[src/design/rfd_pkg.sv]
`default_nettype none

package rfd_pkg;

  localparam logic [15:0] CRC_INIT = 16'hFFFF;
  localparam logic [15:0] CRC_POLY = 16'hA001;

  localparam logic [7:0] MAX_DATA_RESET = 8'd128;

  // frame layout
  localparam logic [7:0] POS_HEADER = 8'd0;
  localparam logic [7:0] POS_DEVICE = 8'd1;
  localparam logic [7:0] POS_REG_HI = 8'd2;
  localparam logic [7:0] POS_REG_LO = 8'd3;
  localparam logic [7:0] POS_DATA   = 8'd4;
  localparam logic [7:0] MIN_FRAME  = 8'd7;
  localparam logic [8:0] FRAME_OVERHEAD = 9'd6;
  localparam logic [7:0] COUNT_MAX  = 8'd255;

  localparam logic KIND_DATA   = 1'b0;
  localparam logic KIND_STATUS = 1'b1;

  typedef enum logic [1:0] {
    ST_OK      = 2'd0,
    ST_BAD_LEN = 2'd1,
    ST_BAD_FMT = 2'd2,
    ST_BAD_CRC = 2'd3
  } status_t;

  // one byte of crc-16/modbus, reflected, lsb first
  function automatic logic [15:0] crc_update(input logic [15:0] crc_in, input logic [7:0] b);
    logic [15:0] c;
    c = crc_in ^ {8'h00, b};
    for (int i = 0; i < 8; i++) begin
      if (c[0]) begin
        c = (c >> 1) ^ CRC_POLY;
      end else begin
        c = c >> 1;
      end
    end
    return c;
  endfunction

endpackage

`default_nettype wire

[src/design/rfd_in_if.sv]
`default_nettype none

interface rfd_in_if;
  logic       valid;
  logic       ready;
  logic [7:0] rx_byte;
  logic       frame_end;

  modport source (output valid, output rx_byte, output frame_end, input ready);
  modport sink   (input valid, input rx_byte, input frame_end, output ready);
endinterface

`default_nettype wire

[src/design/rfd_out_if.sv]
`default_nettype none

interface rfd_out_if;
  logic        valid;
  logic        ready;
  logic        kind;
  logic [7:0]  data_byte;
  logic [6:0]  data_index;
  logic [1:0]  status;
  logic [7:0]  device_addr;
  logic [15:0] reg_addr;

  modport source (output valid, output kind, output data_byte, output data_index,
                  output status, output device_addr, output reg_addr, input ready);
  modport sink   (input valid, input kind, input data_byte, input data_index,
                  input status, input device_addr, input reg_addr, output ready);
endinterface

`default_nettype wire

[src/design/response_frame_deframer_core.sv]
// Response frame deframer with crc-16/modbus check.
// in_chan carries one frame byte per beat (rx_byte) and frame_end on the last
// byte. out_chan carries result beats: a provisional data byte (kind 0) for
// every data-field byte that does not end the frame, and one status beat (kind 1) on the final byte.
// Bytes outside the data field that do not end the frame give no result.
// cfg_we/cfg_wdata write max_data_bytes; write it only while the block is idle.
// Throughput: one byte per cycle while results are taken. The crc byte update,
// the field capture and the status checks sit between the accept edge and the
// result register, and a result is valid the cycle after its byte is accepted.
// in_chan.ready is high whenever the result register is empty or being taken
// this cycle, so a stalled receiver holds back at most one result and then
// stalls the sender; nothing is dropped.
// Reset (rst_n low, synchronous) clears the frame state, empties the result
// register and sets max_data_bytes to 128.
`default_nettype none

module response_frame_deframer_core (
  input  wire logic        clk,
  input  wire logic        rst_n,
  rfd_in_if.sink           in_chan,
  rfd_out_if.source        out_chan,
  input  wire logic        cfg_we,
  input  wire logic [7:0]  cfg_wdata
);

  logic [7:0]  max_data_r;
  logic [7:0]  byte_count_r, byte_count_nxt;
  logic [15:0] crc_r, crc_nxt;
  logic [7:0]  header_r, header_nxt;
  logic [7:0]  dev_r, dev_nxt;
  logic [15:0] reg_r, reg_nxt;

  logic        out_valid_r, out_valid_nxt;
  logic        kind_r, kind_nxt;
  logic [7:0]  data_byte_r, data_byte_nxt;
  logic [6:0]  data_index_r, data_index_nxt;
  logic [1:0]  status_r, status_nxt;
  logic [7:0]  out_dev_r, out_dev_nxt;
  logic [15:0] out_reg_r, out_reg_nxt;

  logic        in_fire, out_fire, emit, in_data;
  logic [7:0]  pos, count_inc, data_len, b;
  logic [8:0]  data_end;
  rfd_pkg::status_t st;

  assign in_fire  = in_chan.valid && in_chan.ready;
  assign out_fire = out_valid_r && out_chan.ready;
  assign in_chan.ready = !out_valid_r || out_chan.ready;

  assign b   = in_chan.rx_byte;
  assign pos = byte_count_r;

  always_comb begin
    header_nxt = (pos == rfd_pkg::POS_HEADER) ? b : header_r;
    dev_nxt    = (pos == rfd_pkg::POS_DEVICE) ? b : dev_r;
    reg_nxt    = reg_r;
    if (pos == rfd_pkg::POS_REG_HI) begin
      reg_nxt[15:8] = b;
    end
    if (pos == rfd_pkg::POS_REG_LO) begin
      reg_nxt[7:0] = b;
    end
    crc_nxt   = rfd_pkg::crc_update(crc_r, b);
    count_inc = (byte_count_r == rfd_pkg::COUNT_MAX) ? byte_count_r : byte_count_r + 8'd1;

    data_len = {1'b0, header_nxt[6:0]} + 8'd1;
    data_end = {1'b0, rfd_pkg::POS_DATA} + {1'b0, data_len};
    in_data  = (pos >= rfd_pkg::POS_DATA) && ({1'b0, pos} < data_end);

    if (count_inc < rfd_pkg::MIN_FRAME) begin
      st = rfd_pkg::ST_BAD_LEN;
    end else if (header_nxt[7]) begin
      st = rfd_pkg::ST_BAD_FMT;
    end else if (({1'b0, count_inc} != {1'b0, data_len} + rfd_pkg::FRAME_OVERHEAD)
                 || (max_data_r < data_len)) begin
      st = rfd_pkg::ST_BAD_LEN;
    end else if (crc_nxt != 16'h0000) begin
      st = rfd_pkg::ST_BAD_CRC;
    end else begin
      st = rfd_pkg::ST_OK;
    end

    emit = in_chan.frame_end || in_data;

    kind_nxt       = in_chan.frame_end ? rfd_pkg::KIND_STATUS : rfd_pkg::KIND_DATA;
    data_byte_nxt  = in_chan.frame_end ? 8'h00 : b;
    data_index_nxt = in_chan.frame_end ? 7'd0 : 7'(pos - rfd_pkg::POS_DATA);
    status_nxt     = in_chan.frame_end ? st : rfd_pkg::ST_OK;
    out_dev_nxt    = dev_nxt;
    out_reg_nxt    = reg_nxt;

    out_valid_nxt = out_valid_r && !out_fire;
    if (in_fire && emit) begin
      out_valid_nxt = 1'b1;
    end

    if (!in_fire) begin
      byte_count_nxt = byte_count_r;
    end else if (in_chan.frame_end) begin
      byte_count_nxt = 8'd0;
    end else begin
      byte_count_nxt = count_inc;
    end
  end

  always_ff @(posedge clk) begin
    if (!rst_n) begin
      max_data_r   <= rfd_pkg::MAX_DATA_RESET;
      byte_count_r <= 8'd0;
      crc_r        <= rfd_pkg::CRC_INIT;
      header_r     <= 8'h00;
      dev_r        <= 8'h00;
      reg_r        <= 16'h0000;
      out_valid_r  <= 1'b0;
    end else begin
      if (cfg_we) begin
        max_data_r <= cfg_wdata;
      end
      byte_count_r <= byte_count_nxt;
      out_valid_r  <= out_valid_nxt;
      if (in_fire) begin
        if (in_chan.frame_end) begin
          crc_r    <= rfd_pkg::CRC_INIT;
          header_r <= 8'h00;
          dev_r    <= 8'h00;
          reg_r    <= 16'h0000;
        end else begin
          crc_r    <= crc_nxt;
          header_r <= header_nxt;
          dev_r    <= dev_nxt;
          reg_r    <= reg_nxt;
        end
      end
    end
  end

  // result payload, no reset needed
  always_ff @(posedge clk) begin
    if (in_fire && emit) begin
      kind_r       <= kind_nxt;
      data_byte_r  <= data_byte_nxt;
      data_index_r <= data_index_nxt;
      status_r     <= status_nxt;
      out_dev_r    <= out_dev_nxt;
      out_reg_r    <= out_reg_nxt;
    end
  end

  assign out_chan.valid       = out_valid_r;
  assign out_chan.kind        = kind_r;
  assign out_chan.data_byte   = data_byte_r;
  assign out_chan.data_index  = data_index_r;
  assign out_chan.status      = status_r;
  assign out_chan.device_addr = out_dev_r;
  assign out_chan.reg_addr    = out_reg_r;

  // frame state returns to reset after the final byte
  a_frame_clear: assert property (@(posedge clk) disable iff (!rst_n)
    (in_fire && in_chan.frame_end) |=> (byte_count_r == 8'd0 && crc_r == rfd_pkg::CRC_INIT
                                        && header_r == 8'h00))
    else $error("frame state not cleared after final byte");

  // byte count saturates
  a_count_sat: assert property (@(posedge clk) disable iff (!rst_n)
    (in_fire && !in_chan.frame_end && byte_count_r == rfd_pkg::COUNT_MAX)
      |=> (byte_count_r == rfd_pkg::COUNT_MAX))
    else $error("byte count wrapped");

  // every final byte yields a status beat
  a_status_beat: assert property (@(posedge clk) disable iff (!rst_n)
    (in_fire && in_chan.frame_end) |=> (out_valid_r && kind_r == rfd_pkg::KIND_STATUS))
    else $error("final byte gave no status beat");

  // a data beat never carries a status code
  a_data_ok: assert property (@(posedge clk) disable iff (!rst_n)
    (out_valid_r && kind_r == rfd_pkg::KIND_DATA) |-> (status_r == rfd_pkg::ST_OK))
    else $error("data beat with nonzero status");

  // a held result is not overwritten while stalled
  a_no_overrun: assert property (@(posedge clk) disable iff (!rst_n)
    (out_valid_r && !out_chan.ready) |-> !in_chan.ready)
    else $error("input taken while result stalled");

endmodule

`default_nettype wire

[src/flat_wrapper.sv]
// flat-port wrapper written by rule: the top's interface ports become plain ports
module response_frame_deframer_core_flat 
  (clk, rst_n, cfg_we, cfg_wdata, in_chan_valid, in_chan_rx_byte, in_chan_frame_end, in_chan_ready, out_chan_valid, out_chan_kind, out_chan_data_byte, out_chan_data_index, out_chan_status, out_chan_device_addr, out_chan_reg_addr, out_chan_ready);
  rfd_in_if in_chan_i ();
  rfd_out_if out_chan_i ();
  input  wire logic clk;
  input  wire logic rst_n;
  input  wire logic cfg_we;
  input  wire logic [7:0] cfg_wdata;
  input wire logic [$bits(in_chan_i.valid)-1:0] in_chan_valid;
  input wire logic [$bits(in_chan_i.rx_byte)-1:0] in_chan_rx_byte;
  input wire logic [$bits(in_chan_i.frame_end)-1:0] in_chan_frame_end;
  output wire logic [$bits(in_chan_i.ready)-1:0] in_chan_ready;
  output wire logic [$bits(out_chan_i.valid)-1:0] out_chan_valid;
  output wire logic [$bits(out_chan_i.kind)-1:0] out_chan_kind;
  output wire logic [$bits(out_chan_i.data_byte)-1:0] out_chan_data_byte;
  output wire logic [$bits(out_chan_i.data_index)-1:0] out_chan_data_index;
  output wire logic [$bits(out_chan_i.status)-1:0] out_chan_status;
  output wire logic [$bits(out_chan_i.device_addr)-1:0] out_chan_device_addr;
  output wire logic [$bits(out_chan_i.reg_addr)-1:0] out_chan_reg_addr;
  input wire logic [$bits(out_chan_i.ready)-1:0] out_chan_ready;
  assign in_chan_i.valid = in_chan_valid;
  assign in_chan_i.rx_byte = in_chan_rx_byte;
  assign in_chan_i.frame_end = in_chan_frame_end;
  assign in_chan_ready = in_chan_i.ready;
  assign out_chan_valid = out_chan_i.valid;
  assign out_chan_kind = out_chan_i.kind;
  assign out_chan_data_byte = out_chan_i.data_byte;
  assign out_chan_data_index = out_chan_i.data_index;
  assign out_chan_status = out_chan_i.status;
  assign out_chan_device_addr = out_chan_i.device_addr;
  assign out_chan_reg_addr = out_chan_i.reg_addr;
  assign out_chan_i.ready = out_chan_ready;
  response_frame_deframer_core u_core (.clk(clk), .rst_n(rst_n), .in_chan(in_chan_i), .out_chan(out_chan_i), .cfg_we(cfg_we), .cfg_wdata(cfg_wdata));
endmodule
[config.mk]
export PLATFORM = sky130hd
export DESIGN_NAME = response_frame_deframer_core_flat
export DESIGN_NICKNAME = d
export VERILOG_FILES = /design/src/design/rfd_pkg.sv /design/src/design/rfd_in_if.sv /design/src/design/rfd_out_if.sv /design/src/design/response_frame_deframer_core.sv /design/src/flat_wrapper.sv
export SDC_FILE = /design/constraint.sdc
export NUM_CORES = 1
export LEC_CHECK = 0
export ABC_CLOCK_PERIOD_IN_PS = 12600
export BUFFER_PORTS_ARGS = -buffer_cell sky130_fd_sc_hd__buf_2
export CORE_MARGIN = 5
export CORE_UTILIZATION = 35
export CTS_CLUSTER_SIZE = 28
export DETAILED_ROUTE_END_ITERATION = 8
export PLACE_DENSITY_LB_ADDON = 0.3
export SETUP_SLACK_MARGIN = 0.3
export SKIP_CTS_REPAIR_TIMING = 1
export SYNTH_ARGS = -nofsm -noshare
export SYNTH_HDL_FRONTEND = slang
export SYNTH_SLANG_ARGS = --single-unit
[constraint.sdc]
create_clock -name clk -period 12.6 [get_ports clk]
set_clock_uncertainty 0.05 [all_clocks]
set_input_delay 2.52 -clock clk [delete_from_list [all_inputs] [get_ports clk]]
set_output_delay 2.52 -clock clk [all_outputs]
set_load 0.01 [all_outputs]
* Word level (Yosys, flattened, before mapping) *
Cells that the tools add are included.

word-level totals
  output and inout port bits = 44
  register bits after elaboration = 107
  input port bits = 22
  logic and storage cells = 75

operators by class
  magnitude comparators = 4
  reductions and logical operators = 13
  bitwise gates (word level) = 10
  muxes and demuxes = 24
  $add $sub $neg = 5
  eq/ne operators = 5

operators by type and width
  kind                                                                count
  two-way mux 16 bit                                                  10
  two-way mux 8 bit                                                   8
  inverter 2 -> 3 bit                                                 8
  == test 8 x 2 -> 1 bit (second input constant)                      2
  nonzero test 16 bit                                                 1
  bitwise XOR 16 x 8 -> 16 bit                                        1
  adder 3 x 8 -> 9 bit (first input constant)                         1
  adder 8 x 3 -> 9 bit (second input constant)                        1
  < comparator 8 x 9 -> 1 bit                                         1
  inequality test 8 x 9 -> 1 bit                                      1
  adder 7 x 1 -> 8 bit (second input constant)                        1
  adder 8 x 1 -> 8 bit (second input constant)                        1
  == test 8 x 1 -> 1 bit (second input constant)                      1
  == test 8 bit (second input constant)                               1
  greater-or-equal comparator 8 x 3 -> 1 bit (second input constant)  1
  logical NOT 8 bit                                                   1
  < comparator 8 x 3 -> 1 bit (second input constant)                 1
  < comparator 8 bit                                                  1
  subtractor 7 x 3 -> 7 bit (second input constant)                   1
  two-way mux 2 bit                                                   3
  logical AND 1 bit                                                   5
  logical OR 1 bit                                                    3
  two-way mux 1 bit                                                   3
  logical NOT 1 bit                                                   2
  2 further kinds                                                     2

* Longest topological paths before layout *
  word-level depth = 22
  mapped depth = 20
  mapped depth without buffers = 18

* Worst setup path after synthesis *
Ideal clock, no wire load.

  path kind = input -> register
  start point = in in_chan_rx_byte[1]
  end point = reg u_core.data_byte_r[0], in the netlist u_core.out_chan.data_byte[0] (enable)
  buffers on the path = 1
  data arrival time = 7.124 ns
  library setup time = 0.455 ns
  data required time = 12.095 ns
  cell stages on the path = 13
  slack = 4.970 ns
  cell sequence = buf_2 > mux2_2 > ha_1 > xor2_1 > inv_1 > ha_1 > xor2_1 > ha_1 > o2111ai_1 > nor2_1 > a2111oi_0 > o31ai_1 > a21oi_1

on the way
  word-level cells in the longest chain between the ends = 7

ends and longest elaborated chain
  what                         RTL line                             RTL
  start, declared              flat_wrapper.sv:11                   input wire logic [$bits(in_chan_i.rx_byte)-1:0] in_chan_rx_byte;
  two-way mux 8 bit            response_frame_deframer_core.sv:54   header_nxt = (pos == rfd_pkg::POS_HEADER) ? b : header_r;
  adder 7 x 1 -> 8 bit         response_frame_deframer_core.sv:66   data_len = {1'b0, header_nxt[6:0]} + 8'd1;
  adder 3 x 8 -> 9 bit         response_frame_deframer_core.sv:67   data_end = {1'b0, rfd_pkg::POS_DATA} + {1'b0, data_len};
  < comparator 8 x 9 -> 1 bit  response_frame_deframer_core.sv:68   in_data = (pos >= rfd_pkg::POS_DATA) && ({1'b0, pos} < data_end);
  logical AND 1 bit            response_frame_deframer_core.sv:68
  logical OR 1 bit             response_frame_deframer_core.sv:83   emit = in_chan.frame_end || in_data;
  logical AND 1 bit            response_frame_deframer_core.sv:139  if (in_fire && emit) begin
  end signal, assigned         response_frame_deframer_core.sv:141  data_byte_r <= data_byte_nxt;
  end, declared                response_frame_deframer_core.sv:35   logic [7:0] data_byte_r, data_byte_nxt;

Every way passes these cells.
A chain may end at the register's enable or synchronous reset.

* Worst setup path in the final report *
  start point = in in_chan_rx_byte[0]
  end point = reg u_core.data_byte_r[6], in the netlist u_core.out_chan.data_byte[6] (enable)

Same word-level chain as after synthesis.

==> flow_summary.json <==
{
  "peakVddDrop_uv": 69.89,
  "initial_core_util": 0.3547,
  "root_buffer": "clkbuf_16",
  "clk_latency_ns": 0.35,
  "postRouteAntennaNets": 0,
  "ios": 66,
  "synthAdderAreaFrac": 0.06039,
  "die_area_um2": 18610,
  "yosys.area_share.simple": 0.1662,
  "fin_crit_ns": 6.226,
  "totalWireLength_um": 13330,
  "hpwl_um": 9245,
  "syn-num-nets": 590,
  "rsz0062_at_grt": "false",
  "port_buffers": 65,
  "vias_per_cell": 5.201,
  "dp_slack_ns": 6.022,
  "path_cells": "buf_2 -> mux2_2 -> ha_1 -> xor2_1 -> inv_1 -> ha_1 -> xor2_1 -> ha_1 -> o2111ai_1 -> nor2_1 -> a2111oi_0 -> o31ai_1 -> a21oi_4 -> buf_4",
  "ys_warn_count": 0,
  "critPathMaxStageDelay_ns": 0.49,
  "firstDrtPassIters": 5,
  "routed-via-count": 4192,
  "cts_buffers": 9,
  "worst_setup_path_start_kind": "input port",
  "syn_area_um2": 5594,
  "synth.avg_cell_area_um2": 10.34,
  "path_common_cell": "ha_1",
  "hold_class": "register to register",
  "grt_pass1_wl_um": 21610,
  "synth_edf_count": 42,
  "setup_tns_ns": 0,
  "synthMuxAreaShare": 0.07560,
  "cts_tree": "yes",
  "grt_pass1_vias": 4115,
  "worst-path-max-fanout": 42,
  "fin_area_um2": 6354,
  "fin_crit_sh": 0.4942,
  "grtUsageTotal": 0.1472,
  "grtUsageMet2": 0.2482,
  "p_total_mw": 0.7942,
  "die_x_um": 136.4,
  "worstMarginPinSlew_ns": 1.023,
  "slowest_stage": "buf_4",
  "fmax_ghz": 0.1606,
  "gp_congestion": 0.8915,
  "synthCells": 541,
  "routedWlPerCell_um": 16.54,
  "fin_nets": 634,
  "die_h_um": 136.4,
  "grt_max_degree": 66,
  "drv_cap": 0,
  "async_reset_ff_frac": 0,
  "syn_to_final_growth_pct": 13.58,
  "ys_seq_elements": 107,
  "met1_usage": 0.1924,
  "fp-row-count": 46,
  "antenna_cells": 0,
  "final_cells": 806,
  "worstPathArrival_ns": 6.16,
  "final-setup-viol-count": 0,
  "drive_gt1_frac": 0.2017,
  "cts_num_sinks": 107,
  "busiest_layer": "met2",
  "antenna_found_initial": 0,
  "cp.required_ns": 12.53,
  "grt_overflow_total": 0,
  "max_slew_margin": 0.3180,
  "synth_top_family_by_area": "simple AND/OR/NAND/NOR gates",
  "hold_viol": 0,
  "cts_buffer_depth": 2,
  "rrSetupSlack_ns": 7.25,
  "synth-compound-area-share": 0.1176,
  "ys.flop_type": "dfxtp_1",
  "synth_xor_area_frac": 0.08276,
  "dpl-instance-area_um2": 6062,
  "clkTransAtPathRegs_ns": 0.07,
  "dp.cells": 790,
  "drc_errors": 0,
  "fin_util": 0.4029,
  "cellPowerDensity_nw_per_um2": 125.0,
  "status": "complete, no violations",
  "core_area_um2": 15770,
  "setup_ws_ns": 6.374,
  "criticalPathCategory": "input port to register",
  "holdWs_ns": 0.4702,
  "cts_max_level": 3,
  "drt_iter0_markers": 346,
  "maxSlewViolCount": 0,
  "synth.distinct_cells": 52,
  "cp-end-kind": "register",
  "p_leak_nw": 2.459,
  "yosysSeqAreaShare": 0.4581,
  "grt_util_met3": 0.03294
}
## power breakdown
part	leakage, nW	internal [mW]	switching [mW]	total [mW]
clock network	0.144	0.140	0.138	0.279
logic	1.38	0.0548	0.0804	0.135
registers	0.932	0.373	0.00765	0.380
## routing by layer
layer	routed length [um]	vias to the layer above	share of wire
li1	-	2013	-
met1	5884	2038	0.44
met2	6492	125	0.49
met3	821	16	0.062
met4	133	0	0.010
met5	0	-	0
## flip-flops by register name, indices dropped and copies added (netlist names)
name / cells
u_core.max_data_r: 8
u_core.out_chan.data_byte: 8
u_core.out_chan.kind: 1
u_core.reg_r: 16
u_core.out_chan.valid: 1
u_core.byte_count_r: 8
u_core.out_chan.reg_addr: 16
u_core.out_chan.status: 2
u_core.crc_r: 16
u_core.header_r: 8
u_core.out_chan.device_addr: 8
u_core.out_chan.data_index: 7
u_core.dev_r: 8
## cells in the final DEF, fill, tap and decap left out, types with 15 or more instances in the layout
| cell type | netlist | final |
|---|---|---|
| nor2b_1 | 50 | 50 |
| o21ai_0 | 19 | 19 |
| xor2_1 | 20 | 20 |
| buf_2 | 7 | 65 |
| dfxtp_1 | 65 | 65 |
| inv_1 | 15 | 15 |
| mux2_2 | 26 | 26 |
| a22oi_1 | 34 | 34 |
| xnor2_1 | 31 | 31 |
| nor2_1 | 28 | 27 |
| nor3_1 | 15 | 15 |
| edfxtp_1 | 42 | 42 |
| ha_1 | 27 | 27 |
| nand2_1 | 30 | 30 |
## kinds of logic after synthesis
kind of cell               after synthesis
xor gates and xnor gates                52
buffers and inverters                   50
adders and majority gates               27
muxes                                   39
AOI/OAI and AO/OA                       96
DFF                                    107
and+or+nand+nor                        170
## path summary, 6_finish.rpt
check                              start                      endpoint  cells after the start
setup / recovery      in_chan_rx_byte[0]  u_core.out_chan.data_byte[6]                     14
hold / removal           u_core.crc_r[6]               u_core.crc_r[6]                      2
setup reg to reg  u_core.byte_count_r[0]  u_core.out_chan.data_byte[6]                     17
hold reg to reg          u_core.crc_r[6]               u_core.crc_r[6]                      2
## critical path: cells and delay by family
kind            cells  cell delay (ns)
simple gates        1             0.09
buf+inv             3             0.76
mux                 1             0.33
fa+ha+maj           3             0.78
xor+xnor            2             0.57
compound gates      4             1.10
## area by class of cell
class / count / area (um^2)
clock inverters: 7 / 66.31
multi-input cells: 384 / 2825
inverters: 15 / 56.30
flip-flops and latches: 107 / 2562
fillers: 1569 / 9417
clock buffers: 9 / 225.2
repair buffers: 68 / 347.8
well taps: 216 / 270.3
## cell usage after synthesis, types with 2 or more instances
cell type	n	area share
o22ai_1	9	0.010
clkbuf_1	24	0.016
nand3_1	10	0.0089
a2111oi_0	2	0.0031
nor2b_1	50	0.056
nand3b_1	2	0.0027
dfxtp_1	65	0.23
mux2_2	26	0.052
a21boi_0	2	0.0027
buf_2	7	0.0063
a21oi_1	13	0.012
inv_1	15	0.010
a21o_1	3	0.0040
nor3_1	15	0.013
a22oi_1	34	0.046
xnor2_1	31	0.049
and2_1	4	0.0045
nand4_1	4	0.0045
and3_1	6	0.0067
buf_1	2	0.0013
mux2i_1	13	0.023
a31oi_1	3	0.0034
nand2_1	30	0.020
nand2b_1	5	0.0056
and4_1	2	0.0031
nor3b_1	2	0.0027
nor4_1	3	0.0034
or3_1	4	0.0045
ha_1	27	0.060
xor2_1	20	0.031
o21ai_0	19	0.017
nor2_1	28	0.019
edfxtp_1	42	0.23
No activity file was read; power rests on OpenSTA's default activity.
